===== config.mk =====
export PLATFORM = sky130hd
export DESIGN_NAME = lc3x_ram
export DESIGN_NICKNAME = d
export VERILOG_FILES = /design/src/sv/lc3x_ram.sv
export SDC_FILE = /design/constraint.sdc
export NUM_CORES = 2
export LEC_CHECK = 0
export BUFFER_PORTS_ARGS = -buffer_cell sky130_fd_sc_hd__buf_2
export CELL_PAD_IN_SITES_DETAIL_PLACEMENT = 1
export CELL_PAD_IN_SITES_GLOBAL_PLACEMENT = 2
export CORE_ASPECT_RATIO = 0.6
export CORE_MARGIN = 1.5
export CORE_UTILIZATION = 45
export DETAILED_ROUTE_END_ITERATION = 6
export PLACE_DENSITY_LB_ADDON = 0.12
export SYNTH_ARGS = -nofsm -noshare
export SYNTH_HDL_FRONTEND = slang
export SYNTH_SLANG_ARGS = --single-unit

===== constraint.sdc =====
create_clock -name clk -period 3.55 [get_ports clk]
set_clock_uncertainty 0.05 [all_clocks]
set_input_delay 0.71 -clock clk [delete_from_list [all_inputs] [get_ports clk]]
set_output_delay 0.71 -clock clk [all_outputs]
set_load 0.01 [all_outputs]

===== src/sv/lc3x_ram.sv =====
`default_nettype none
// ----------------------------------------------------------------------------
// lc3x_ram
// Generic single-port-write, one-read RAM with registered read data.
// ----------------------------------------------------------------------------
module lc3x_ram #(
	parameter int unsigned Width = 16,
	parameter int unsigned Depth = 256
) (
	input  wire logic                     clk,
	input  wire logic                     we,
	input  wire logic [$clog2(Depth)-1:0] waddr,
	input  wire logic [Width-1:0]         wdata,
	input  wire logic [$clog2(Depth)-1:0] raddr,
	output logic      [Width-1:0]         rdata
);

	logic [Width-1:0] mem [Depth];

	// write port and registered read
	always_ff @(posedge clk) begin
		if (we) mem[waddr] <= wdata;
		rdata <= mem[raddr];
	end

endmodule
`default_nettype wire


==> flow_summary_export.csv <==
group,metric,value,unit
outcome,status,"complete, no violations",
setup_path,regToRegSetupSlack,0.11,ns
placed_design,place_inst,12610,
worst_hold_path,holdCritStartpoint,"wdata[8]",
finish,area_added_between_synthesis_and_finish,16.0,%
yosys,synth.net_count,7394,
power,pwr_density_cell,547,mW/mm^2
worst_hold_path,worst_min_path_class,"in2reg",
global_routing,grt_pass1_wl,676,mm
detailed_routing,via_count,83039,
yosys,ys.flop_type,"sky130_fd_sc_hd__edfxtp_1",
yosys,ys_async_sr_fraction,0,%
floorplanning,io_pins,50,
setup_path,worst-endpoint-required,4.26,ns
sta,post-route-period-util,99.0,%
yosys,most_numerous_cell_in_the_yosys_netlist,"sky130_fd_sc_hd__edfxtp_1",
job,timing.max_cap.violations,0,
detailed_routing,first_iter_violations,10683,
floorplanning,dieHeight,463,um
clock_network,htree_num_levels,5,
global_routing,grt_use_total,27.1,%
setup_path,critPathMaxFanout,13,
sta,rsz0062_at_grt,"no",
sta,max_freq,285,MHz
sta,max_slew_margin,20.7,%
sta,setup_viol,0,
yosys,synth_top_cell_area_share,77.5,%
yosys,yosysUniqueCellTypes,52,
floorplanning,initial_cell_density_of_the_core,45.3,%
setup_path,cpMaxStageDelayCell,"sky130_fd_sc_hd__a22oi_1",
floorplanning,coreArea,0.350,mm^2
sta,layout_min_cycle_time,3.51,ns
setup_path,critical_path.endpoint_type,"flop",
clock_network,worstSkewPairLatency,0.95,ns
sta,post-route-worst-setup-slack,0.0367,ns
global_routing,grt_max_degree,115,
yosys,number_of_instances_in_the_synthesized_netlist,7360,
clock_network,cts_tree,"built",
yosys,number_of_synthesized_register_bits,4112,
detailed_routing,final_antenna_net_count,0,
setup_path,regToRegEndpoint,"rdata[5]",
finish,post_route_cells_drive_above_1_share,30.3,%
setup_path,crit_arrival,4.22,ns
finish,finalNetCount,8353,
setup_path,critical_path.reg2reg.startpoint,"mem[6][5]",
sta,final.hold.worst_slack,0.120,ns
yosys,yosys-top-cells-area,"sky130_fd_sc_hd__edfxtp_1 77%, sky130_fd_sc_hd__mux4_2 11%, sky130_fd_sc_hd__mux2i_1 3.6%",
yosys,synth.largest_area_cell,"sky130_fd_sc_hd__edfxtp_1",
placed_design,globalplace.congestion,0.863,
clock_network,cts-root-to-sink-buffers,4,
finish,ff_latch_area,0.123,mm^2
setup_path,slowest_delay,0.88,ns
clock_network,clock_tree.root_cell,"sky130_fd_sc_hd__clkbuf_16",
finish,multi_input_logic_area,0.0332,mm^2
detailed_routing,post_drt_via_cell_ratio,6.24,
global_routing,grt-ovfl-total,0,
yosys,syn-cell-area,0.159,mm^2
clock_network,clock_sink_count,4112,
setup_path,timing_worst_setup_path_type,"in2reg",
sta,timing.final.max_slew_violations,0,
global_routing,antenna_found_initial,45,
yosys,ys_seq_area_share,77.7,%
detailed_routing,detailedRoute.firstPassIterationCount,5,
yosys,synth.yosys.warnings,0,
floorplanning,dieWidth,770,um
finish,finalInstanceArea,0.184,mm^2
detailed_routing,drc,0,
setup_path,ff2ff_path_depth,7,
power,post-layout-total-power,101,mW
power,power_leakage,59.2,nW
finish,layout.cells.non_filler,13310,
placed_design,dpl-instance-area,0.172,mm^2
placed_design,dp.final_hpwl,309,mm
clock_network,clk_pin_slew,0.06,ns
global_routing,first_global_vias,83066,
worst_hold_path,holdPathStages,1,
floorplanning,total_die_area,0.356,mm^2
sta,max_slew.worst_pin.slew,1.18,ns
detailed_routing,finalWirelength,489,mm
sta,finalSetupTns,0,ns
yosys,synth.avg_cell_area,21.6,um^2
detailed_routing,wire_per_inst,36.7,um
power,vdd.ir_drop.worst,412,uV
setup_path,setup.worst_path.start_class,"input port",
clock_network,cts_made_buffers,381,
yosys,yosys-top-cells-count,"4,096 x sky130_fd_sc_hd__edfxtp_1, 797 x sky130_fd_sc_hd__mux4_2, 565 x sky130_fd_sc_hd__mux2i_1, 304 x sky130_fd_sc_hd__nor2_1, 252 x sky130_fd_sc_hd__o221ai_1",
finish,layout.filler_cells,30530,
placed_design,dp_slack,-1.32,ns
worst_hold_path,hold-path-endpoint,"mem[107][8]",
setup_path,crit_chain,"buf_12, buf_12, buf_4, mux4_2, mux2_2, a22oi_1, buf_4, nand2_1, o32ai_1, nor4_1",
floorplanning,fp-row-count,168,
placed_design,portBuffers,49,
yosys,synth-edff-count,4096,
finish,final_core_util,52.6,%
sta,finalHoldViolCount,0,
final cells by class:
class | instances | area share [%]
antenna | 11 | 0.0150
clock inverter | 229 | 1.20
tap | 4675 | 3.18
multi-input combinational | 2792 | 18.0
inverter | 4 | 0.0150
timing repair buffer | 1028 | 5.15
clock buffer | 459 | 5.41
sequential | 4112 | 67.0
worst max-delay path by stage:
stage | start | to | slack, ns | depth (start not counted)
final | raddr[0] | rdata[5] | 0.04 | 10
after detailed placement | raddr[0] | rdata[11] | -1.32 | 11
after global routing | raddr[0] | rdata[6] | 0.02 | 11
after global placement | raddr[0] | rdata[11] | -1.34 | 11
after floorplan | waddr[3] | mem[235][0] | 0.62 | 6
after CTS | raddr[1] | rdata[15] | 0.08 | 10
cells in the final DEF (no fill, tap or decap), drive strengths merged, types with 92 or more instances in the layout:
master  count
a21oi     175
nor3       92
clkbuf    460
edfxtp   4096
nor2      304
clkinv    163
o22ai     148
mux2i     565
o221ai    253
buf      1026
mux4      797
critical path, delay by kind of cell:
kind / cells / cell delay (ns)
muxes: 2 / 0.79
buffers and inverters: 4 / 0.82
and+or+nand+nor: 2 / 0.22
AOI/OAI and AO/OA: 2 / 1.60
kinds of logic (layout without fill, tap and decap cells):
family	Yosys count	count (layout)	share of synthesized area (%)
compound gates	786	786	3.54
buf+inv	456	1720	1.69
flops	4112	4112	77.7
mux	1450	1450	15.5
other cells	0	11	0
simple gates	556	556	1.57
metal layers:
| layer | global-route usage [%] | vias up | wire length [um] |
|---|---|---|---|
| li1 | - | 33216 | - |
| met4 | 5.23 | 2 | 9650 |
| met2 | 38.2 | 3779 | 208000 |
| met3 | 7.40 | 522 | 52300 |
| met1 | 42.6 | 45520 | 219000 |
| met5 | 0 | - | 13 |
power by group:
group / switching [mW] / internal (mW) / total (mW) / leakage, nW
combinational: 3.72 / 2.15 / 5.87 / 16.3
sequential: 0.0906 / 53.5 / 53.6 / 36.9
clock: 18.2 / 23.0 / 41.3 / 5.95
timing repair:
item                                    CTS  global route
endpoints found under the hold margin    10             0
endpoints found under the setup margin    4             4
buffers inserted                          0             0
pin swaps                                 0             3
hold buffers                              1             0
gates cloned                              0             0
resized for setup                         4             6
registers in the layout, summed over array words and instances (netlist names):
| register | flops |
|---|---|
| rdata | 16 |
| mem | 4096 |
(Power assumes the default switching activity.)
