## config.mk

```make
export PLATFORM = sky130hd
export DESIGN_NAME = lc3x_core
export DESIGN_NICKNAME = d
export VERILOG_FILES = /design/src/sv/lc3x_pkg.sv /design/src/sv/lc3x_core.sv
export SDC_FILE = /design/constraint.sdc
export NUM_CORES = 1
export LEC_CHECK = 0
export BUFFER_PORTS_ARGS = -buffer_cell sky130_fd_sc_hd__buf_2
export CAP_MARGIN = 5
export CORE_ASPECT_RATIO = 1.25
export CORE_MARGIN = 4
export CORE_UTILIZATION = 30
export DETAILED_ROUTE_END_ITERATION = 12
export PLACE_DENSITY = 0.56
export SKIP_CTS_REPAIR_TIMING = 1
export SLEW_MARGIN = 20
export SYNTH_ARGS = -nofsm -noshare
export SYNTH_HDL_FRONTEND = slang
export SYNTH_SLANG_ARGS = --single-unit
```

## constraint.sdc

```tcl
create_clock -name clk -period 8.6 [get_ports clk]
set_clock_uncertainty 0.2 [all_clocks]
set_input_delay 1.72 -clock clk [delete_from_list [all_inputs] [get_ports clk]]
set_output_delay 1.72 -clock clk [all_outputs]
set_load 0.01 [all_outputs]
```

## src/sv/lc3x_pkg.sv

```systemverilog
`default_nettype none
// ----------------------------------------------------------------------------
// lc3x_pkg
// Shared types and constants for the LC-3 execute unit.
// ----------------------------------------------------------------------------
package lc3x_pkg;

	localparam int unsigned MemWordsDefault = 65536;

	localparam logic [1:0] ModeExec  = 2'd0;
	localparam logic [1:0] ModeWrite = 2'd1;
	localparam logic [1:0] ModeSetPc = 2'd2;
	localparam logic [1:0] ModeNop   = 2'd3;

	localparam logic [3:0] OpBr   = 4'h0;
	localparam logic [3:0] OpAdd  = 4'h1;
	localparam logic [3:0] OpLd   = 4'h2;
	localparam logic [3:0] OpSt   = 4'h3;
	localparam logic [3:0] OpJsr  = 4'h4;
	localparam logic [3:0] OpAnd  = 4'h5;
	localparam logic [3:0] OpLdr  = 4'h6;
	localparam logic [3:0] OpStr  = 4'h7;
	localparam logic [3:0] OpRti  = 4'h8;
	localparam logic [3:0] OpNot  = 4'h9;
	localparam logic [3:0] OpLdi  = 4'hA;
	localparam logic [3:0] OpSti  = 4'hB;
	localparam logic [3:0] OpJmp  = 4'hC;
	localparam logic [3:0] OpRes  = 4'hD;
	localparam logic [3:0] OpLea  = 4'hE;
	localparam logic [3:0] OpTrap = 4'hF;

	localparam logic [15:0] PcReset = 16'h3000;
	localparam logic [2:0]  CcZero  = 3'd2;
	localparam logic [2:0]  CcNeg   = 3'd4;
	localparam logic [2:0]  CcPos   = 3'd1;

	typedef struct packed {
		logic [1:0]  mode;
		logic [15:0] instruction;
		logic [15:0] load_address;
		logic [15:0] load_value;
	} in_item_t;

	typedef struct packed {
		logic [15:0] pc_after;
		logic [2:0]  cond_bits;
		logic        reg_written;
		logic [2:0]  reg_index;
		logic [15:0] reg_value;
		logic        mem_written;
		logic [15:0] mem_address;
		logic [15:0] mem_value;
		logic        trap_taken;
		logic [7:0]  trap_vector;
		logic        illegal_op;
	} out_item_t;

	function automatic logic [2:0] cc_of(input logic [15:0] v);
		logic [2:0] c;
		if (v[15]) c = CcNeg;
		else if (v == 16'd0) c = CcZero;
		else c = CcPos;
		return c;
	endfunction

endpackage
`default_nettype wire

```

## src/sv/lc3x_core.sv

```systemverilog
`default_nettype none
// ----------------------------------------------------------------------------
// lc3x_core
// Sequencer: register file, PC, condition code and the memory access steps.
// ----------------------------------------------------------------------------
module lc3x_core #(
	parameter int unsigned MemWords = lc3x_pkg::MemWordsDefault
) (
	input  wire logic                        clk,
	input  wire logic                        arst_n,
	input  wire logic                        in_valid,
	output logic                             in_ready,
	input  wire lc3x_pkg::in_item_t          in_item,
	output logic                             res_valid,
	input  wire logic                        res_ready,
	output lc3x_pkg::out_item_t              res_item,
	output logic                             mem_we,
	output logic [$clog2(MemWords)-1:0]      mem_waddr,
	output logic [15:0]                      mem_wdata,
	output logic [$clog2(MemWords)-1:0]      mem_raddr,
	input  wire logic [15:0]                 mem_rdata
);

	localparam int unsigned AW = $clog2(MemWords);

	typedef enum logic [2:0] {
		ST_IDLE  = 3'b001,
		ST_RD1   = 3'b010,
		ST_OUT   = 3'b100
	} state_t;

	state_t state_q;
	logic [15:0] regs_q [8];
	logic [15:0] pc_q;
	logic [2:0]  cc_q;
	logic [15:0] ins_q;

	// decode of the incoming instruction
	logic [3:0]  op;
	logic [2:0]  dr, sr1, sr2;
	logic [15:0] a, b, off9, off6, off11, pc1;
	assign op   = in_item.instruction[15:12];
	assign dr   = in_item.instruction[11:9];
	assign sr1  = in_item.instruction[8:6];
	assign sr2  = in_item.instruction[2:0];
	assign a    = regs_q[sr1];
	assign off9 = {{7{in_item.instruction[8]}}, in_item.instruction[8:0]};
	assign off6 = {{10{in_item.instruction[5]}}, in_item.instruction[5:0]};
	assign off11 = {{5{in_item.instruction[10]}}, in_item.instruction[10:0]};
	assign pc1  = pc_q + 16'd1;
	assign b    = in_item.instruction[5] ?
		{{11{in_item.instruction[4]}}, in_item.instruction[4:0]} : regs_q[sr2];

	logic [15:0] ea;
	always_comb begin
		ea = pc1 + off9;
		if (op == lc3x_pkg::OpLdr || op == lc3x_pkg::OpStr) ea = a + off6;
	end

	logic accept;
	assign in_ready = (state_q == ST_IDLE) && (!res_valid || res_ready);
	assign accept = in_valid && in_ready;

	logic [2:0] ins_op_dr;
	assign ins_op_dr = ins_q[11:9];

	// read address mux: first read from decode, second from memory data
	always_comb begin
		mem_raddr = ea[AW-1:0];
		if (state_q == ST_RD1) mem_raddr = mem_rdata[AW-1:0];
	end

	// sequence and architectural state
	always_ff @(posedge clk or negedge arst_n) begin
		if (!arst_n) begin
			state_q   <= ST_IDLE;
			pc_q      <= lc3x_pkg::PcReset;
			cc_q      <= lc3x_pkg::CcZero;
			res_valid <= 1'b0;
			res_item  <= '0;
			ins_q     <= 16'd0;
			for (int i = 0; i < 8; i++) regs_q[i] <= 16'd0;
		end else begin
			if (res_valid && res_ready) res_valid <= 1'b0;
			unique case (state_q)
				ST_IDLE: begin
					if (accept) begin
						ins_q <= in_item.instruction;
						res_item <= '0;
						res_item.pc_after <= pc_q;
						res_item.cond_bits <= cc_q;
						if (in_item.mode == lc3x_pkg::ModeSetPc) begin
							pc_q <= in_item.load_value;
							res_item.pc_after <= in_item.load_value;
							res_valid <= 1'b1;
						end else if (in_item.mode == lc3x_pkg::ModeExec) begin
							pc_q <= pc1;
							res_item.pc_after <= pc1;
							res_valid <= 1'b1;
							unique case (op)
								lc3x_pkg::OpAdd, lc3x_pkg::OpAnd, lc3x_pkg::OpNot,
								lc3x_pkg::OpLea: begin
									logic [15:0] v;
									if (op == lc3x_pkg::OpAdd) v = a + b;
									else if (op == lc3x_pkg::OpAnd) v = a & b;
									else if (op == lc3x_pkg::OpNot) v = ~a;
									else v = pc1 + off9;
									regs_q[dr] <= v;
									cc_q <= lc3x_pkg::cc_of(v);
									res_item.cond_bits <= lc3x_pkg::cc_of(v);
									res_item.reg_written <= 1'b1;
									res_item.reg_index <= dr;
									res_item.reg_value <= v;
								end
								lc3x_pkg::OpBr: begin
									if ((dr & cc_q) != 3'd0) begin
										pc_q <= pc1 + off9;
										res_item.pc_after <= pc1 + off9;
									end
								end
								lc3x_pkg::OpJmp: begin
									pc_q <= a;
									res_item.pc_after <= a;
								end
								lc3x_pkg::OpJsr, lc3x_pkg::OpTrap: begin
									logic [15:0] t;
									t = pc1;
									if (op == lc3x_pkg::OpJsr)
										t = in_item.instruction[11] ? pc1 + off11 : a;
									regs_q[7] <= pc1;
									pc_q <= t;
									res_item.pc_after <= t;
									res_item.reg_written <= 1'b1;
									res_item.reg_index <= 3'd7;
									res_item.reg_value <= pc1;
									if (op == lc3x_pkg::OpTrap) begin
										res_item.trap_taken <= 1'b1;
										res_item.trap_vector <= in_item.instruction[7:0];
									end
								end
								lc3x_pkg::OpSt, lc3x_pkg::OpStr: begin
									res_item.mem_written <= 1'b1;
									res_item.mem_address <= 16'(ea[AW-1:0]);
									res_item.mem_value <= regs_q[dr];
								end
								lc3x_pkg::OpLd, lc3x_pkg::OpLdr, lc3x_pkg::OpLdi,
								lc3x_pkg::OpSti: begin
									res_valid <= 1'b0;
									state_q <= ST_RD1;
								end
								default: res_item.illegal_op <= 1'b1;
							endcase
						end else begin
							res_valid <= 1'b1;
						end
					end
				end
				// first read word: pointer for LDI/STI, loaded word for LD/LDR
				ST_RD1: begin
					unique case (ins_q[15:12])
						lc3x_pkg::OpLdi: state_q <= ST_OUT;
						lc3x_pkg::OpSti: begin
							res_item.mem_written <= 1'b1;
							res_item.mem_address <= 16'(mem_rdata[AW-1:0]);
							res_item.mem_value <= regs_q[ins_op_dr];
							res_valid <= 1'b1;
							state_q <= ST_IDLE;
						end
						default: begin
							regs_q[ins_op_dr] <= mem_rdata;
							cc_q <= lc3x_pkg::cc_of(mem_rdata);
							res_item.cond_bits <= lc3x_pkg::cc_of(mem_rdata);
							res_item.reg_written <= 1'b1;
							res_item.reg_index <= ins_op_dr;
							res_item.reg_value <= mem_rdata;
							res_valid <= 1'b1;
							state_q <= ST_IDLE;
						end
					endcase
				end
				// second read word of LDI: write it back
				ST_OUT: begin
					regs_q[ins_op_dr] <= mem_rdata;
					cc_q <= lc3x_pkg::cc_of(mem_rdata);
					res_item.cond_bits <= lc3x_pkg::cc_of(mem_rdata);
					res_item.reg_written <= 1'b1;
					res_item.reg_index <= ins_op_dr;
					res_item.reg_value <= mem_rdata;
					res_valid <= 1'b1;
					state_q <= ST_IDLE;
				end
				default: state_q <= ST_IDLE;
			endcase
		end
	end

	// memory write: loader writes and stores
	always_comb begin
		mem_we = 1'b0;
		mem_waddr = in_item.load_address[AW-1:0];
		mem_wdata = in_item.load_value;
		if (accept && in_item.mode == lc3x_pkg::ModeWrite) begin
			mem_we = 1'b1;
		end else if (accept && in_item.mode == lc3x_pkg::ModeExec &&
				(op == lc3x_pkg::OpSt || op == lc3x_pkg::OpStr)) begin
			mem_we = 1'b1;
			mem_waddr = ea[AW-1:0];
			mem_wdata = regs_q[dr];
		end else if (state_q == ST_RD1 && ins_q[15:12] == lc3x_pkg::OpSti) begin
			mem_we = 1'b1;
			mem_waddr = mem_rdata[AW-1:0];
			mem_wdata = regs_q[ins_op_dr];
		end
	end

endmodule
`default_nettype wire

```

==> out/qor.yml, run 1 <==
areaGrowthSynthToFinish_pct: 15.5
irDropWorstVdd_mv: 0.174
setup_viol: 0
avgSynthCellArea_um2: 8.82
critical_path_required_ps: 6680
clock.fmax_mhz: 124
wl_mm: 103
cts.htree.levels: 1
swShare_pct: 44.2
slew_headroom_pct: 19.1
gr-usage-all-layers_pct: 28.4
crit_type: "primary input to output pin"
final_util_pct: 35.2
cts.sinks: 240
cts_tree: "done"
power.leakage_nw: 9.43
synth_area_leaders: "dfrtp_1, mux4_2, nand2_1"
pwr-share-comb_pct: 43.3
synth_commonest_cells: "nand2_1, dfrtp_1, nor2_1"
worst_pin_slew_ps: 1210
grt_pass1_vias: 20300
hold_path_class: "register to register"
layout_setup_ws_ps: 539
clk_pin_slew_ps: 60
place_area_mm2: 0.0212
drtIter0Drc: 2816
syn_area_mm2: 0.0193
synth.most_common_cell: "nand2_1"
yosys.area.top_type: "dfrtp_1"
synthArstFlopShare_pct: 100
dp_slack_ps: 579
cell_internal_pwr_mw: 2.93
clk_path_buf_depth: 3
period_share_pct: 93.7
start_util_pct: 30.4
ys_seq_area_share_pct: 31.1
yosysWarnings: 0
final_cells: 3171
vias_per_cell: 6.53
finalInstanceArea_mm2: 0.0223
rsz0062_at_grt: "no"
cp-end-kind: "output pin"
wl_per_cell_um: 32.4
ant_nets: 0
outcome: "finished clean"
grt_pass1_wl_mm: 147
power_frac_clock_pct: 27.6
die_h_um: 292
worst_setup_path_start_kind: "primary input"
antenna_found_initial: 6
die_area_mm2: 0.0685
root_buffer: "clkbuf_16"
finalHoldViolations: 0
row_count: 103
via_count: 20700
dieWidth_um: 235
final_nets: 2432
syn_inst: 2188
slew_violations: 0
synth_ff_type: "dfrtp_1"
portBuffers: 202
synth_edf_count: 0
grt.overflow.total: 0
drive_gt1_share_pct: 20.1
synth_top_area_share_pct: 30.6
synth_seq_cells: 240
cp_max_fo: 15
p_seq_share_pct: 29.1
drc: 0
cts_buffers: 28
hold-worst-slack_ps: 271
fin_crit_ps: 8060
cap_violations: 0
firstDrtPassIters: 8
place_inst: 3113
cp_data_arrival_time_ps: 6140
grt_max_degree: 159
gp_congestion: 0.988
ioPinCount: 203
core_area_mm2: 0.0634
switchingPower_mw: 2.32
place_hpwl_mm: 76.1
clk_latency_ps: 610
setup-tns-final_ps: 0
power_density_mw_per_mm2: 236
synth_nets: 2316
ys_types: 104
design_power_total_mw: 5.25
==> worst max-delay path, stage by stage <==
cell      delay [ps]
buf_2            360
buf_12           230
mux4_2           510
mux2_2           420
ha_1             390
a311oi_1         260
o21ai_0          230
a311oi_1         460
o21ai_0          300
and3_1           220
o32ai_1          450
nor2_1           130
a221o_1          290
buf_2            140
==> sequential cells by signal (all words and copies together) (netlist names) <==
| register | flops |
|---|---|
| res_valid | 1 |
| cc_q | 3 |
| state_q | 3 |
| ins_q | 7 |
| res_item | 82 |
| regs_q | 128 |
| pc_q | 16 |
==> path summary, 6_finish.rpt <==
path / from / endpoint / slack, ps / depth (start not counted)
worst max-delay path: in_item[38] / mem_waddr[15] / 540 / 14
worst min-delay path: res_item[20] / res_item[20] / 270 / 2
worst max register to register: pc_q[0] / res_item[63] / 2970 / 14
worst min register to register: res_item[20] / res_item[20] / 270 / 2
max in group asynchronous: arst_n / regs_q[16] / 5810 / 2
min in group asynchronous: arst_n / res_item[71] / 920 / 1
==> metal layers <==
layer  GRT usage [%]  vias up  wire [um]
met4            21.0        2       9650
met3            4.52      404       8910
met2            46.5     1410      47500
met5               0        -         11
li1                -     8679          -
met1            33.9    10200      36800
==> placed cells by master, fill, tap and decap left out, types with 64 or more instances in the layout <==
cell,n
nand2_1,250
dfrtp_1,236
buf_2,201
nor2_1,167
a21oi_1,129
o21ai_0,126
o21a_1,116
o221ai_1,102
a22oi_1,97
mux4_2,64
==> cell families after synthesis <==
| logic type | Yosys count | synth area share, % |
|---|---|---|
| AO/OA/AOI/OAI | 873 | 32.3 |
| XOR/XNOR | 54 | 2.52 |
| adder cells (fa/ha/maj) | 58 | 3.88 |
| buffers and inverters | 218 | 5.06 |
| flip-flops | 240 | 31.1 |
| multiplexers | 107 | 9.79 |
| AND/OR/NAND/NOR | 638 | 15.3 |
==> final cells by class <==
type,instances,area [um^2]
fillers,6590,41100
multi-input cells,1730,12500
flip-flops and latches,240,6010
repair buffers,265,1520
well taps,840,1050
clock buffers,33,761
clock inverters,19,323
inverters,39,146
diodes,5,12.5
==> power groups by stage <==
stage | logic, mW | clock network, mW | registers, mW
6_report | 2.27 | 1.45 | 1.53
5_1_grt | 2.38 | 1.51 | 1.54
4_1_cts | 2.22 | 1.47 | 1.51
3_5_place_dp | 2.21 | 0 | 1.53
3_3_place_gp | 2.19 | 0 | 1.52
2_1_floorplan | 1.35 | 0 | 1.46
Power figures use the tool's default switching activity.
==> inputs of run 2 (changes only) <==
==> constraint.sdc (replaced) <==
create_clock -name clk -period 10.4 [get_ports clk]
set_clock_uncertainty 0.2 [all_clocks]
set_input_delay 0.52 -clock clk [delete_from_list [all_inputs] [get_ports clk]]
set_output_delay 0.52 -clock clk [all_outputs]
set_load 0.01 [all_outputs]
==> run 2 against run 1 <==
  * Global-route usage about the same
  * Via count increased by 0.50%
  * Flip-flop and latch count did not move
  * Power decreased by 19%
  * Non-clock buffer count down 11
  * Combinational power down 18%
  * Design area fell by 0.84%
  * First-iteration DRC count decreased by 12%
  * Sequential power shrank 18%
  * Largest cell class unchanged
  * Largest power group unchanged
==> out/qor.yml, run 2 (synthesis gave the netlist of run 1 again) <==
gp_congestion: 0.995
root_buffer: "clkbuf_16"
fin_crit_ps: 6110
grt_max_degree: 105
start_util_pct: 30.4
via_count: 20800
largest_register: "regs_q"
clk_pin_slew_ps: 70
cp_slowest_stage_delay_ps: 580
irDropWorstVdd_mv: 0.153
layout_common_cells: "nand2_1, dfrtp_1, buf_2"
period_share_pct: 58.7
critical_path_required_ps: 9680
vias_per_cell: 6.59
r2r-end: "res_item[63]"
cts.htree.levels: 1
top_regs: "regs_q x128, res_item x82, pc_q x16"
cp_max_fo: 9
worstSetupEndpoint: "mem_waddr[13]"
multi_input_area_mm2: 0.0125
critPathSlowestCell: "xor2_1"
r2r_slack_ps: 4780
place_hpwl_mm: 73.3
dp_slack_ps: 4560
crit_cells: 15
regArea_mm2: 0.00601
power_density_mw_per_mm2: 192
row_count: 103
clk_latency_ps: 600
areaGrowthSynthToFinish_pct: 14.6
wl_per_cell_um: 32.5
setup-tns-final_ps: 0
drtIter0Drc: 2491
crit_type: "register to output pin"
cp_data_arrival_time_ps: 5390
cts.sinks: 240
crit_chain: "ha_1 -> nand4_1 -> nor2_1 -> xnor2_1 -> inv_1 -> ha_1 -> nand2_1 -> o21ai_0 -> a221oi_1 -> o31ai_1 -> xor2_1 -> nor2_1 -> a211oi_1 -> a221o_1 -> buf_2"
ant_nets: 0
layout_setup_ws_ps: 4290
core_area_mm2: 0.0634
grt_pass1_vias: 20000
fill_cells: 6584
largest_reg_flops: 128
rsz0062_at_grt: "no"
cp-end-kind: "output pin"
cap_violations: 0
grt_pass1_wl_mm: 147
die_area_mm2: 0.0685
drc: 0
slew_violations: 0
dieWidth_um: 235
cts_tree: "done"
ioPinCount: 203
cp-startpoint: "pc_q[0]"
r2r_start: "pc_q[0]"
slew_headroom_pct: 21.3
mostFrequentLayoutCell: "nand2_1"
cts_buffers: 28
antenna_found_initial: 2
drive_gt1_share_pct: 19.5
firstDrtPassIters: 8
worst_setup_path_start_kind: "register"
final_nets: 2421
critPathBufInv: 2
hold_path_class: "primary input to register"
portBuffers: 202
finalHoldViolations: 0
setup_viol: 0
ff2ff_path_depth: 14
power.leakage_nw: 9.35
grt.overflow.total: 0
clk_path_buf_depth: 3
clock.fmax_mhz: 164
gr-usage-all-layers_pct: 28.5
path_delay_family: "compound AO/OA/AOI/OAI gates"
worst_pin_slew_ps: 1180
die_h_um: 292
outcome: "finished clean"
wl_mm: 103
-- run 2: layout make-up --
class | instances | share of cell area, %
diodes | 2 | 0.0226
multi-input cells | 1730 | 56.4
repair buffers | 254 | 6.43
clock inverters | 12 | 0.865
flip-flops and latches | 240 | 27.2
clock buffers | 40 | 3.69
well taps | 840 | 4.75
inverters | 39 | 0.662
-- run 2: tightest hold or removal path: cells and delay by family --
family	cells	cell delay (ps)
AO/OA/AOI/OAI	2	180
buffers and inverters	1	100
-- run 2: metrics by stage --
step           util (%)  hold WS [ps]  power [mW]  cells  area (um^2)
6_report           34.9          40.4        4.25   3157        22100
3_5_place_dp       33.3           259        3.07   3102        21100
5_1_grt            34.9          78.9        4.39   3155        22100
3_3_place_gp       33.2           255        3.06   3101        21100
4_1_cts            34.9          -173        4.20   3154        22100
2_1_floorplan         -          24.4        2.32   2188        19300
-- run 2: worst min-delay path by stage --
stage            startpoint           end  slack (ps)  depth (start not counted)
2_1_floorplan        arst_n       cc_q[0]          20                          0
3_3_place_gp   res_item[34]  res_item[34]         260                          1
3_5_place_dp   res_item[42]  res_item[42]         260                          2
4_1_cts              arst_n  res_item[42]        -170                          1
5_1_grt            in_valid     res_valid          80                          3
6_report           in_valid     res_valid          40                          3
-- run 2: routing by layer --
layer | wire, um | global-route usage (%)
met1 | 37000 | 34.1
met2 | 48000 | 47.0
met3 | 8880 | 4.74
met4 | 8710 | 19.3
met5 | 5 | 0
-- run 2: report_power, final --
| part | internal [mW] | switching [mW] | total (mW) |
|---|---|---|---|
| Combinational | 0.623 | 1.24 | 1.87 |
| Sequential | 1.07 | 0.191 | 1.26 |
| Clock | 0.669 | 0.453 | 1.12 |
| Total | 2.36 | 1.89 | 4.25 |
